## src/rtl/pwfr_pkg.sv

```systemverilog
// ----------------------------------------------------------------------------
// pwfr_pkg
// Shared types, constants and the parity check for the pulse width frame
// receiver.
// ----------------------------------------------------------------------------
package pwfr_pkg;

    localparam int TICK_W      = 16;
    localparam int SHIFT_W     = 64;
    localparam int COUNT_W     = 7;
    localparam int PAYLOAD_W   = 60;
    localparam int NIBCNT_W    = 5;
    localparam int ERR_W       = 3;
    localparam int CFG_IDX_W   = 2;
    localparam int MAX_NIBBLES = 16;

    localparam logic [COUNT_W-1:0]  MAX_BITS   = COUNT_W'(MAX_NIBBLES * 4);
    localparam logic [COUNT_W-1:0]  COUNT_SAT  = {COUNT_W{1'b1}};
    localparam logic [TICK_W-1:0]   TICK_SAT   = {TICK_W{1'b1}};
    localparam logic [NIBCNT_W-1:0] NIB_SAT    = NIBCNT_W'(16);

    localparam logic [TICK_W-1:0] ZERO_MIN_RESET = 16'd600;
    localparam logic [TICK_W-1:0] ONE_MIN_RESET  = 16'd1400;
    localparam logic [TICK_W-1:0] END_GAP_RESET  = 16'd4000;

    localparam logic [CFG_IDX_W-1:0] REG_ZERO_MIN = 2'd0;
    localparam logic [CFG_IDX_W-1:0] REG_ONE_MIN  = 2'd1;
    localparam logic [CFG_IDX_W-1:0] REG_END_GAP  = 2'd2;

    localparam logic [ERR_W-1:0] ERR_OK       = 3'd0;
    localparam logic [ERR_W-1:0] ERR_NO_BITS  = 3'd1;
    localparam logic [ERR_W-1:0] ERR_ALIGN    = 3'd2;
    localparam logic [ERR_W-1:0] ERR_PARITY   = 3'd3;
    localparam logic [ERR_W-1:0] ERR_TOO_LONG = 3'd4;

    localparam logic [3:0] NIB_MASK = 4'hF;

    typedef struct packed {
        logic [TICK_W-1:0] zero_min;
        logic [TICK_W-1:0] one_min;
        logic [TICK_W-1:0] end_gap;
    } cfg_t;

    typedef struct packed {
        logic               close;
        logic [SHIFT_W-1:0] shift_bits;
        logic [COUNT_W-1:0] bit_count;
        logic               overlong;
    } frame_snap_t;

    function automatic logic parity_ok(input logic [SHIFT_W-1:0] v);
        logic [3:0] x;
        x = 4'd0;
        for (int i = 1; i < SHIFT_W / 4; i++) begin
            x = x ^ v[4*i +: 4];
        end
        return ((x + 4'd1) & NIB_MASK) == v[3:0];
    endfunction

endpackage

```

## src/rtl/pwfr_cfg_regs.sv

```systemverilog
// ----------------------------------------------------------------------------
// pwfr_cfg_regs
// Timing threshold registers written through the configuration channel.
// ----------------------------------------------------------------------------
module pwfr_cfg_regs
    import pwfr_pkg::*;
(
    input  logic                 aclk,
    input  logic                 aresetn,
    input  logic                 cfg_valid,
    output logic                 cfg_ready,
    input  logic [CFG_IDX_W-1:0] cfg_index,
    input  logic [TICK_W-1:0]    cfg_data,
    output cfg_t                 cfg
);

    cfg_t cfg_reg;

    assign cfg_ready = 1'b1;
    assign cfg       = cfg_reg;

    always_ff @(posedge aclk) begin
        if (!aresetn) begin
            cfg_reg.zero_min <= ZERO_MIN_RESET;
            cfg_reg.one_min  <= ONE_MIN_RESET;
            cfg_reg.end_gap  <= END_GAP_RESET;
        end else if (cfg_valid) begin
            case (cfg_index)
                REG_ZERO_MIN: cfg_reg.zero_min <= cfg_data;
                REG_ONE_MIN:  cfg_reg.one_min  <= cfg_data;
                REG_END_GAP:  cfg_reg.end_gap  <= cfg_data;
                default: ;
            endcase
        end
    end

endmodule

```

## src/rtl/pwfr_frame_track.sv

```systemverilog
// ----------------------------------------------------------------------------
// pwfr_frame_track
// Frame timer and bit decoder: tracks the line, times the low pulses and
// shifts in decoded bits, flagging the tick that closes a frame.
// ----------------------------------------------------------------------------
module pwfr_frame_track
    import pwfr_pkg::*;
(
    input  logic        aclk,
    input  logic        aresetn,
    input  logic        accept,
    input  logic        line_level,
    input  cfg_t        cfg,
    output frame_snap_t snap
);

    logic               in_frame_reg,  in_frame_next;
    logic [TICK_W-1:0]  elapsed_reg,   elapsed_next;
    logic               bit_taken_reg, bit_taken_next;
    logic [SHIFT_W-1:0] shift_reg,     shift_next;
    logic [COUNT_W-1:0] count_reg,     count_next;
    logic               overlong_reg,  overlong_next;

    logic [TICK_W-1:0] elapsed_inc;
    logic              close;
    logic              is_zero;
    logic              is_one;

    assign elapsed_inc = (elapsed_reg == TICK_SAT) ? elapsed_reg : elapsed_reg + 16'd1;
    assign close       = in_frame_reg && (elapsed_inc >= cfg.end_gap);
    assign is_zero     = (elapsed_inc > cfg.zero_min) && (elapsed_inc < cfg.one_min);
    assign is_one      = elapsed_inc > cfg.one_min;

    assign snap.close      = close;
    assign snap.shift_bits = shift_reg;
    assign snap.bit_count  = count_reg;
    assign snap.overlong   = overlong_reg;

    always_comb begin
        in_frame_next  = in_frame_reg;
        elapsed_next   = elapsed_reg;
        bit_taken_next = bit_taken_reg;
        shift_next     = shift_reg;
        count_next     = count_reg;
        overlong_next  = overlong_reg;
        if (accept) begin
            if (!in_frame_reg) begin
                if (!line_level) begin
                    in_frame_next  = 1'b1;
                    elapsed_next   = '0;
                    bit_taken_next = 1'b0;
                    shift_next     = '0;
                    count_next     = '0;
                    overlong_next  = 1'b0;
                end
            end else begin
                elapsed_next = elapsed_inc;
                if (close) begin
                    in_frame_next = 1'b0;
                end else begin
                    // decode on first high after a low
                    if (line_level && !bit_taken_reg && (is_zero || is_one)) begin
                        if (count_reg >= MAX_BITS) begin
                            overlong_next = 1'b1;
                        end
                        shift_next     = {shift_reg[SHIFT_W-2:0], is_one};
                        count_next     = (count_reg == COUNT_SAT) ? count_reg
                                                                  : count_reg + 7'd1;
                        bit_taken_next = 1'b1;
                    end
                    if (bit_taken_reg && !line_level) begin
                        bit_taken_next = 1'b0;
                        elapsed_next   = '0;
                    end
                end
            end
        end
    end

    always_ff @(posedge aclk) begin
        if (!aresetn) begin
            in_frame_reg  <= 1'b0;
            elapsed_reg   <= '0;
            bit_taken_reg <= 1'b0;
            shift_reg     <= '0;
            count_reg     <= '0;
            overlong_reg  <= 1'b0;
        end else begin
            in_frame_reg  <= in_frame_next;
            elapsed_reg   <= elapsed_next;
            bit_taken_reg <= bit_taken_next;
            shift_reg     <= shift_next;
            count_reg     <= count_next;
            overlong_reg  <= overlong_next;
        end
    end

endmodule

```

## src/rtl/pwfr_result_stage.sv

```systemverilog
// ----------------------------------------------------------------------------
// pwfr_result_stage
// Frame checks (length, alignment, parity) and the registered result word
// with its valid/ready handshake.
// ----------------------------------------------------------------------------
module pwfr_result_stage
    import pwfr_pkg::*;
(
    input  logic                 aclk,
    input  logic                 aresetn,
    input  logic                 accept,
    input  frame_snap_t          snap,
    output logic                 space,
    output logic                 m_valid,
    input  logic                 m_ready,
    output logic [PAYLOAD_W-1:0] m_payload,
    output logic                 m_frame_ok,
    output logic [ERR_W-1:0]     m_error_code,
    output logic [NIBCNT_W-1:0]  m_nibble_count
);

    logic                 valid_reg,   valid_next;
    logic [PAYLOAD_W-1:0] payload_reg;
    logic                 ok_reg;
    logic [ERR_W-1:0]     err_reg;
    logic [NIBCNT_W-1:0]  nib_reg;

    logic [ERR_W-1:0]    err;
    logic [NIBCNT_W-1:0] nib;
    logic                load;

    assign load  = accept && snap.close;
    assign space = !valid_reg || m_ready;
    assign nib   = (snap.bit_count[COUNT_W-1:2] > NIB_SAT) ? NIB_SAT
                                                            : snap.bit_count[COUNT_W-1:2];

    always_comb begin
        if (snap.bit_count == '0) begin
            err = ERR_NO_BITS;
        end else if (snap.overlong) begin
            err = ERR_TOO_LONG;
        end else if (snap.bit_count[1:0] != 2'd0) begin
            err = ERR_ALIGN;
        end else if (!parity_ok(snap.shift_bits)) begin
            err = ERR_PARITY;
        end else begin
            err = ERR_OK;
        end
    end

    always_comb begin
        valid_next = valid_reg;
        if (load) begin
            valid_next = 1'b1;
        end else if (m_ready) begin
            valid_next = 1'b0;
        end
    end

    always_ff @(posedge aclk) begin
        if (!aresetn) begin
            valid_reg <= 1'b0;
        end else begin
            valid_reg <= valid_next;
        end
    end

    always_ff @(posedge aclk) begin
        if (load) begin
            payload_reg <= (err == ERR_OK) ? snap.shift_bits[SHIFT_W-1:4] : '0;
            ok_reg      <= (err == ERR_OK);
            err_reg     <= err;
            nib_reg     <= nib;
        end
    end

    assign m_valid        = valid_reg;
    assign m_payload      = payload_reg;
    assign m_frame_ok     = ok_reg;
    assign m_error_code   = err_reg;
    assign m_nibble_count = nib_reg;

endmodule

```

## src/rtl/pulse_width_frame_receiver.sv

```systemverilog
// ----------------------------------------------------------------------------
// pulse_width_frame_receiver
// Receives pulse width coded frames from a sampled line and checks nibble
// parity.
//
// Usage:
//   s_ channel: one sampled line level word per tick (s_line_level).
//   m_ channel: one result word per closed frame: payload without the
//   parity nibble, frame_ok, error_code and nibble_count.
//   cfg channel: writes zero_min (0), one_min (1) and end_gap (2) ticks;
//   always ready; must be written only while the receiver is idle, which the
//   block does not enforce. Throughput: one line word per cycle while s_ready
//   is high. Frame state updates in the cycle the word is taken; the result
//   word is registered and shows on m_valid the cycle after the closing word.
//   Reset (aresetn low, synchronous): receiver idle, timers and shift state
//   cleared, thresholds back to 600, 1400 and 4000 ticks, no result pending.
//   Stall: while a result word waits and m_ready is low, s_ready is low;
//   the output register frees as soon as the word is taken.
// ----------------------------------------------------------------------------
module pulse_width_frame_receiver
    import pwfr_pkg::*;
(
    input  logic                 aclk,
    input  logic                 aresetn,
    input  logic                 s_valid,
    output logic                 s_ready,
    input  logic                 s_line_level,
    output logic                 m_valid,
    input  logic                 m_ready,
    output logic [PAYLOAD_W-1:0] m_payload,
    output logic                 m_frame_ok,
    output logic [ERR_W-1:0]     m_error_code,
    output logic [NIBCNT_W-1:0]  m_nibble_count,
    input  logic                 cfg_valid,
    output logic                 cfg_ready,
    input  logic [CFG_IDX_W-1:0] cfg_index,
    input  logic [TICK_W-1:0]    cfg_data
);

    cfg_t        cfg;
    frame_snap_t snap;
    logic        space;
    logic        accept;

    assign s_ready = space;
    assign accept  = s_valid && space;

    pwfr_cfg_regs u_cfg_regs (
        .aclk      (aclk),
        .aresetn   (aresetn),
        .cfg_valid (cfg_valid),
        .cfg_ready (cfg_ready),
        .cfg_index (cfg_index),
        .cfg_data  (cfg_data),
        .cfg       (cfg)
    );

    pwfr_frame_track u_frame_track (
        .aclk       (aclk),
        .aresetn    (aresetn),
        .accept     (accept),
        .line_level (s_line_level),
        .cfg        (cfg),
        .snap       (snap)
    );

    pwfr_result_stage u_result_stage (
        .aclk           (aclk),
        .aresetn        (aresetn),
        .accept         (accept),
        .snap           (snap),
        .space          (space),
        .m_valid        (m_valid),
        .m_ready        (m_ready),
        .m_payload      (m_payload),
        .m_frame_ok     (m_frame_ok),
        .m_error_code   (m_error_code),
        .m_nibble_count (m_nibble_count)
    );

endmodule
```

## config.mk

```make
export PLATFORM = sky130hd
export DESIGN_NAME = pulse_width_frame_receiver
export DESIGN_NICKNAME = d
export VERILOG_FILES = /design/src/rtl/pwfr_pkg.sv /design/src/rtl/pwfr_cfg_regs.sv /design/src/rtl/pwfr_frame_track.sv /design/src/rtl/pwfr_result_stage.sv /design/src/rtl/pulse_width_frame_receiver.sv
export SDC_FILE = /design/constraint.sdc
export NUM_CORES = 1
export LEC_CHECK = 0
export BUFFER_PORTS_ARGS = -buffer_cell sky130_fd_sc_hd__buf_2
export CORE_ASPECT_RATIO = 0.7
export CORE_MARGIN = 2
export CORE_UTILIZATION = 40
export DETAILED_ROUTE_END_ITERATION = 8
export PLACE_DENSITY = 0.59
export SLEW_MARGIN = 25
export SYNTH_ARGS = -nofsm -noshare
export SYNTH_HDL_FRONTEND = slang
export SYNTH_HIERARCHICAL = 1
export SYNTH_SLANG_ARGS = --single-unit
```

## constraint.sdc

```tcl
create_clock -name aclk -period 5.6 [get_ports aclk]
set_input_delay 0.56 -clock aclk [delete_from_list [all_inputs] [get_ports aclk]]
set_output_delay 0.56 -clock aclk [all_outputs]
set_load 0.005 [all_outputs]
```

==> flow_metrics.tcl <==
set metrics [dict create \
    seq_area_um2 4850 \
    drt-total-wl_um 25400 \
    root_buffer "clkbuf_16" \
    rsz0062_at_grt "false" \
    outcome "finished clean" \
    fin_tns_setup_ns 0 \
    worstHoldPathCells 3 \
    post_route_cells_drive_above_1_share_pct 16.5 \
    cp_data_required_time_ns 6.05 \
    async_flop_share_pct 0 \
    crit_type "reg2reg" \
    period_needed_ns 5.05 \
    dp_hpwl_um 17800 \
    worst_pin_slew_ns 0.915 \
    drc 0 \
    crit_arrival_ns 5.50 \
    syn_nets 1169 \
    insertedDiodeCount 0 \
    finalSetupViolCount 0 \
    power_uw 3230 \
    htree_levels 1 \
    ys_seq_area_share_pct 45.5 \
    syn_inst 1097 \
    p_leak_uw 0.00486 \
    finalHoldViolCount 0 \
    post-place-cells 1481 \
    grt_first_pass_wirelength_um 40700 \
    coreArea_um2 25900 \
    synth_compound_area_share_pct 13.8 \
    slew_violations 0 \
    fin_crit_sh_pct 90.1 \
    cts_buffer_depth 3 \
    initial_core_util_pct 41.1 \
    synth_edf_count 69 \
    firstDrtPassIters 5 \
    drt_iter0_drc 705 \
    dieArea_um2 28000 \
    final_antenna_net_count 0 \
    path_clk_slew_ns 0.06 \
    yosys_warnings 6 \
    vias 8031 \
    cts_tree "done" \
    area_delta_synth_final_pct 13.4 \
    pwr_density_cell_nw_per_um2 267 \
    synth_top_flop_cell "dfxtp_1" \
    largest_reg_flops 64 \
    grt_max_degree 70 \
    synth_area_um2 10700 \
    gr-usage-all-layers_pct 18.1 \
    cp-end-kind "flip-flop" \
    routed_via_density 5.27 \
    nets 1222 \
    nFillCells 2488 \
    clock_skew_ns 0.0123 \
    reg2regPathDepth 15 \
    cts_sinks 208 \
    cts_buffers 24 \
    io_buffers 94 \
    placed_area_um2 11300 \
    multiInputGateArea_um2 5130 \
    die_y_um 141 \
    wl_per_cell_um 16.7 \
    synth-adder-area-share_pct 5.63 \
    gp_congestion 0.882 \
    die_w_um 199 \
    synth_mux_area_share_pct 4.61 \
    yosysUniqueCellTypes 72 \
    cts_setup_buffers 0 \
    avgSynthCellArea_um2 9.72 \
    synth_top_family_by_area "simple AND/OR/NAND/NOR gates" \
    max_slew_margin_pct 38.8 \
    overflow 0 \
    pin_count 96 \
    clk_latency_ns 0.52 \
    cp-start-kind "flip-flop" \
    r2r_setup_slack_ns 0.55 \
    stdcell_area_um2 12100 \
    ir_drop_uv 178 \
    critPathMaxFanout 37 \
    synthSimpleGateAreaFrac_pct 16.5 \
    hold_path_end "u_cfg_regs/cfg[42]" \
    rows 49 \
    grt_antenna_before_repair 0 \
    hold_class "in2reg" \
    synth_xor_area_share_pct 7.17 \
    r2r-start "u_frame_track/elapsed_reg[0]" \
    final_cells 1525 \
    ys_ff_latch 208 \
    hold_start "cfg_data[10]" \
    maxCapViolations 0 \
    fmax_mhz 198 \
    first_global_vias 7409 \
    r2r_end "u_frame_track/count_reg[3]" \
]
[cell families (layout without fill, tap and decap cells)]
family	count (synthesis)	after routing
mux	49	49
compound gates	218	218
fa+ha+maj	48	48
other cells	1	1
buf+inv	162	233
xor+xnor	68	68
flops	208	208
simple gates	343	343
[how the worst max path moves through the flow]
stage,slack [ns],endpoint,from,cells past startpoint
5_1_grt,0.17,u_frame_track/count_reg[3],u_frame_track/elapsed_reg[0],15
4_1_cts,0.42,u_frame_track/count_reg[3],u_frame_track/elapsed_reg[0],17
6_report,0.55,u_frame_track/count_reg[3],u_frame_track/elapsed_reg[0],15
3_3_place_gp,0.73,u_frame_track/count_reg[3],u_frame_track/elapsed_reg[0],17
2_1_floorplan,0.67,u_result_stage/m_error_code[0],u_frame_track/elapsed_reg[0],16
3_5_place_dp,0.45,u_frame_track/count_reg[3],u_frame_track/elapsed_reg[0],17
[routing by layer]
layer / vias up / track usage, % / wire [um]
met5: - / 0 / 0
li1: 4001 / - / -
met4: 0 / 3.46 / 436
met2: 236 / 22.7 / 9230
met3: 36 / 3.40 / 1640
met1: 3758 / 30.8 / 14100
[Yosys cell counts, drive strengths merged (2+ instances only)]
master | n | area share, %
dfxtp | 139 | 26
nand2 | 136 | 4.8
inv | 83 | 2.9
edfxtp | 69 | 19
a21oi | 59 | 2.8
nand4 | 52 | 3.2
nand3 | 50 | 2.4
o21ai | 49 | 2.3
ha | 48 | 5.6
mux2i | 48 | 4.5
clkbuf | 42 | 1.5
xnor2 | 42 | 3.5
nor2b | 38 | 2.2
buf | 37 | 2.3
o22ai | 35 | 2.1
a211oi | 28 | 3.1
nor2 | 21 | 0.74
xor2 | 15 | 1.3
xnor3 | 10 | 2.1
a31oi | 9 | 0.53
a22oi | 8 | 0.56
nand2b | 7 | 0.41
and2 | 6 | 0.35
and3 | 6 | 0.36
o211ai | 6 | 0.42
nor3 | 5 | 0.23
o21a | 5 | 0.35
or3 | 5 | 0.33
nor4 | 4 | 0.38
nand3b | 3 | 0.21
nand4b | 3 | 0.25
a21o | 2 | 0.14
a221o | 2 | 0.19
and3b | 2 | 0.19
o2111ai | 2 | 0.16
o21ba | 2 | 0.19
or4 | 2 | 0.14
[where the power goes]
| group | switching [uW] | internal, uW | total, uW |
|---|---|---|---|
| Combinational | 87.8 | 44.0 | 132 |
| Sequential | 8.87 | 1560 | 1570 |
| Clock | 645 | 884 | 1530 |
[worst max-delay path: stages (launching register included)]
cell      delay [ns]
dfxtp_1         0.46
ha_1            0.24
nand3_1         0.16
nor3_1          0.48
and3_1          0.34
nand3_1         0.11
xnor2_1         0.42
ha_1            0.21
nand4_1         0.12
nor3_1          0.39
nand3_1         0.16
o41ai_1         0.48
a211oi_2        0.18
or3_2           0.81
o21ba_2         0.31
nor2_1          0.08
[cells in the final DEF (no fill, tap or decap), types with 4 or more instances in the layout]
cell and n:
edfxtp_1 69, nor2_1 21, buf_2 93, nand3_1 49, nand2b_1 7, buf_4 12
nor2b_1 37, a21oi_1 59, nand4_1 50, nor3_1 4, a31oi_1 9, and2_1 4
o21ai_0 47, dfxtp_1 139, nand2_1 136, mux2i_1 48, ha_1 48, and3_1 5
xnor2_1 40, o22ai_1 35, xnor3_1 9, xor2_1 14, clkinvlp_4 4, clkbuf_1 5
clkbuf_16 25, o211ai_1 6, inv_1 82, a22oi_1 8, o21a_1 5, a211oi_2 25
[final cells by class]
| cell class | count | share of cell area (%) |
|---|---|---|
| well taps | 357 | 3.69 |
| clock buffers | 31 | 5.44 |
| repair buffers | 106 | 4.76 |
| multi-input cells | 727 | 42.4 |
| clock inverters | 13 | 0.962 |
| flip-flops and latches | 208 | 40.2 |
| inverters | 83 | 2.58 |
[what timing repair did]
| action | CTS | global route |
|---|---|---|
| hold buffers | 0 | 0 |
| endpoints found under the setup margin | 0 | 2 |
| resized for setup | 0 | 1 |
[through the flow]
step	worst slack [ns]	hold WS [ns]	util, %
after global placement	0.734	0.443	43.6
after floorplan	0.672	0.434	-
after CTS	0.416	0.286	46.6
final	0.554	0.302	46.6
after detailed placement	0.454	0.448	43.6
after global routing	0.170	0.297	46.6
No activity file was read; power rests on OpenSTA's default activity.
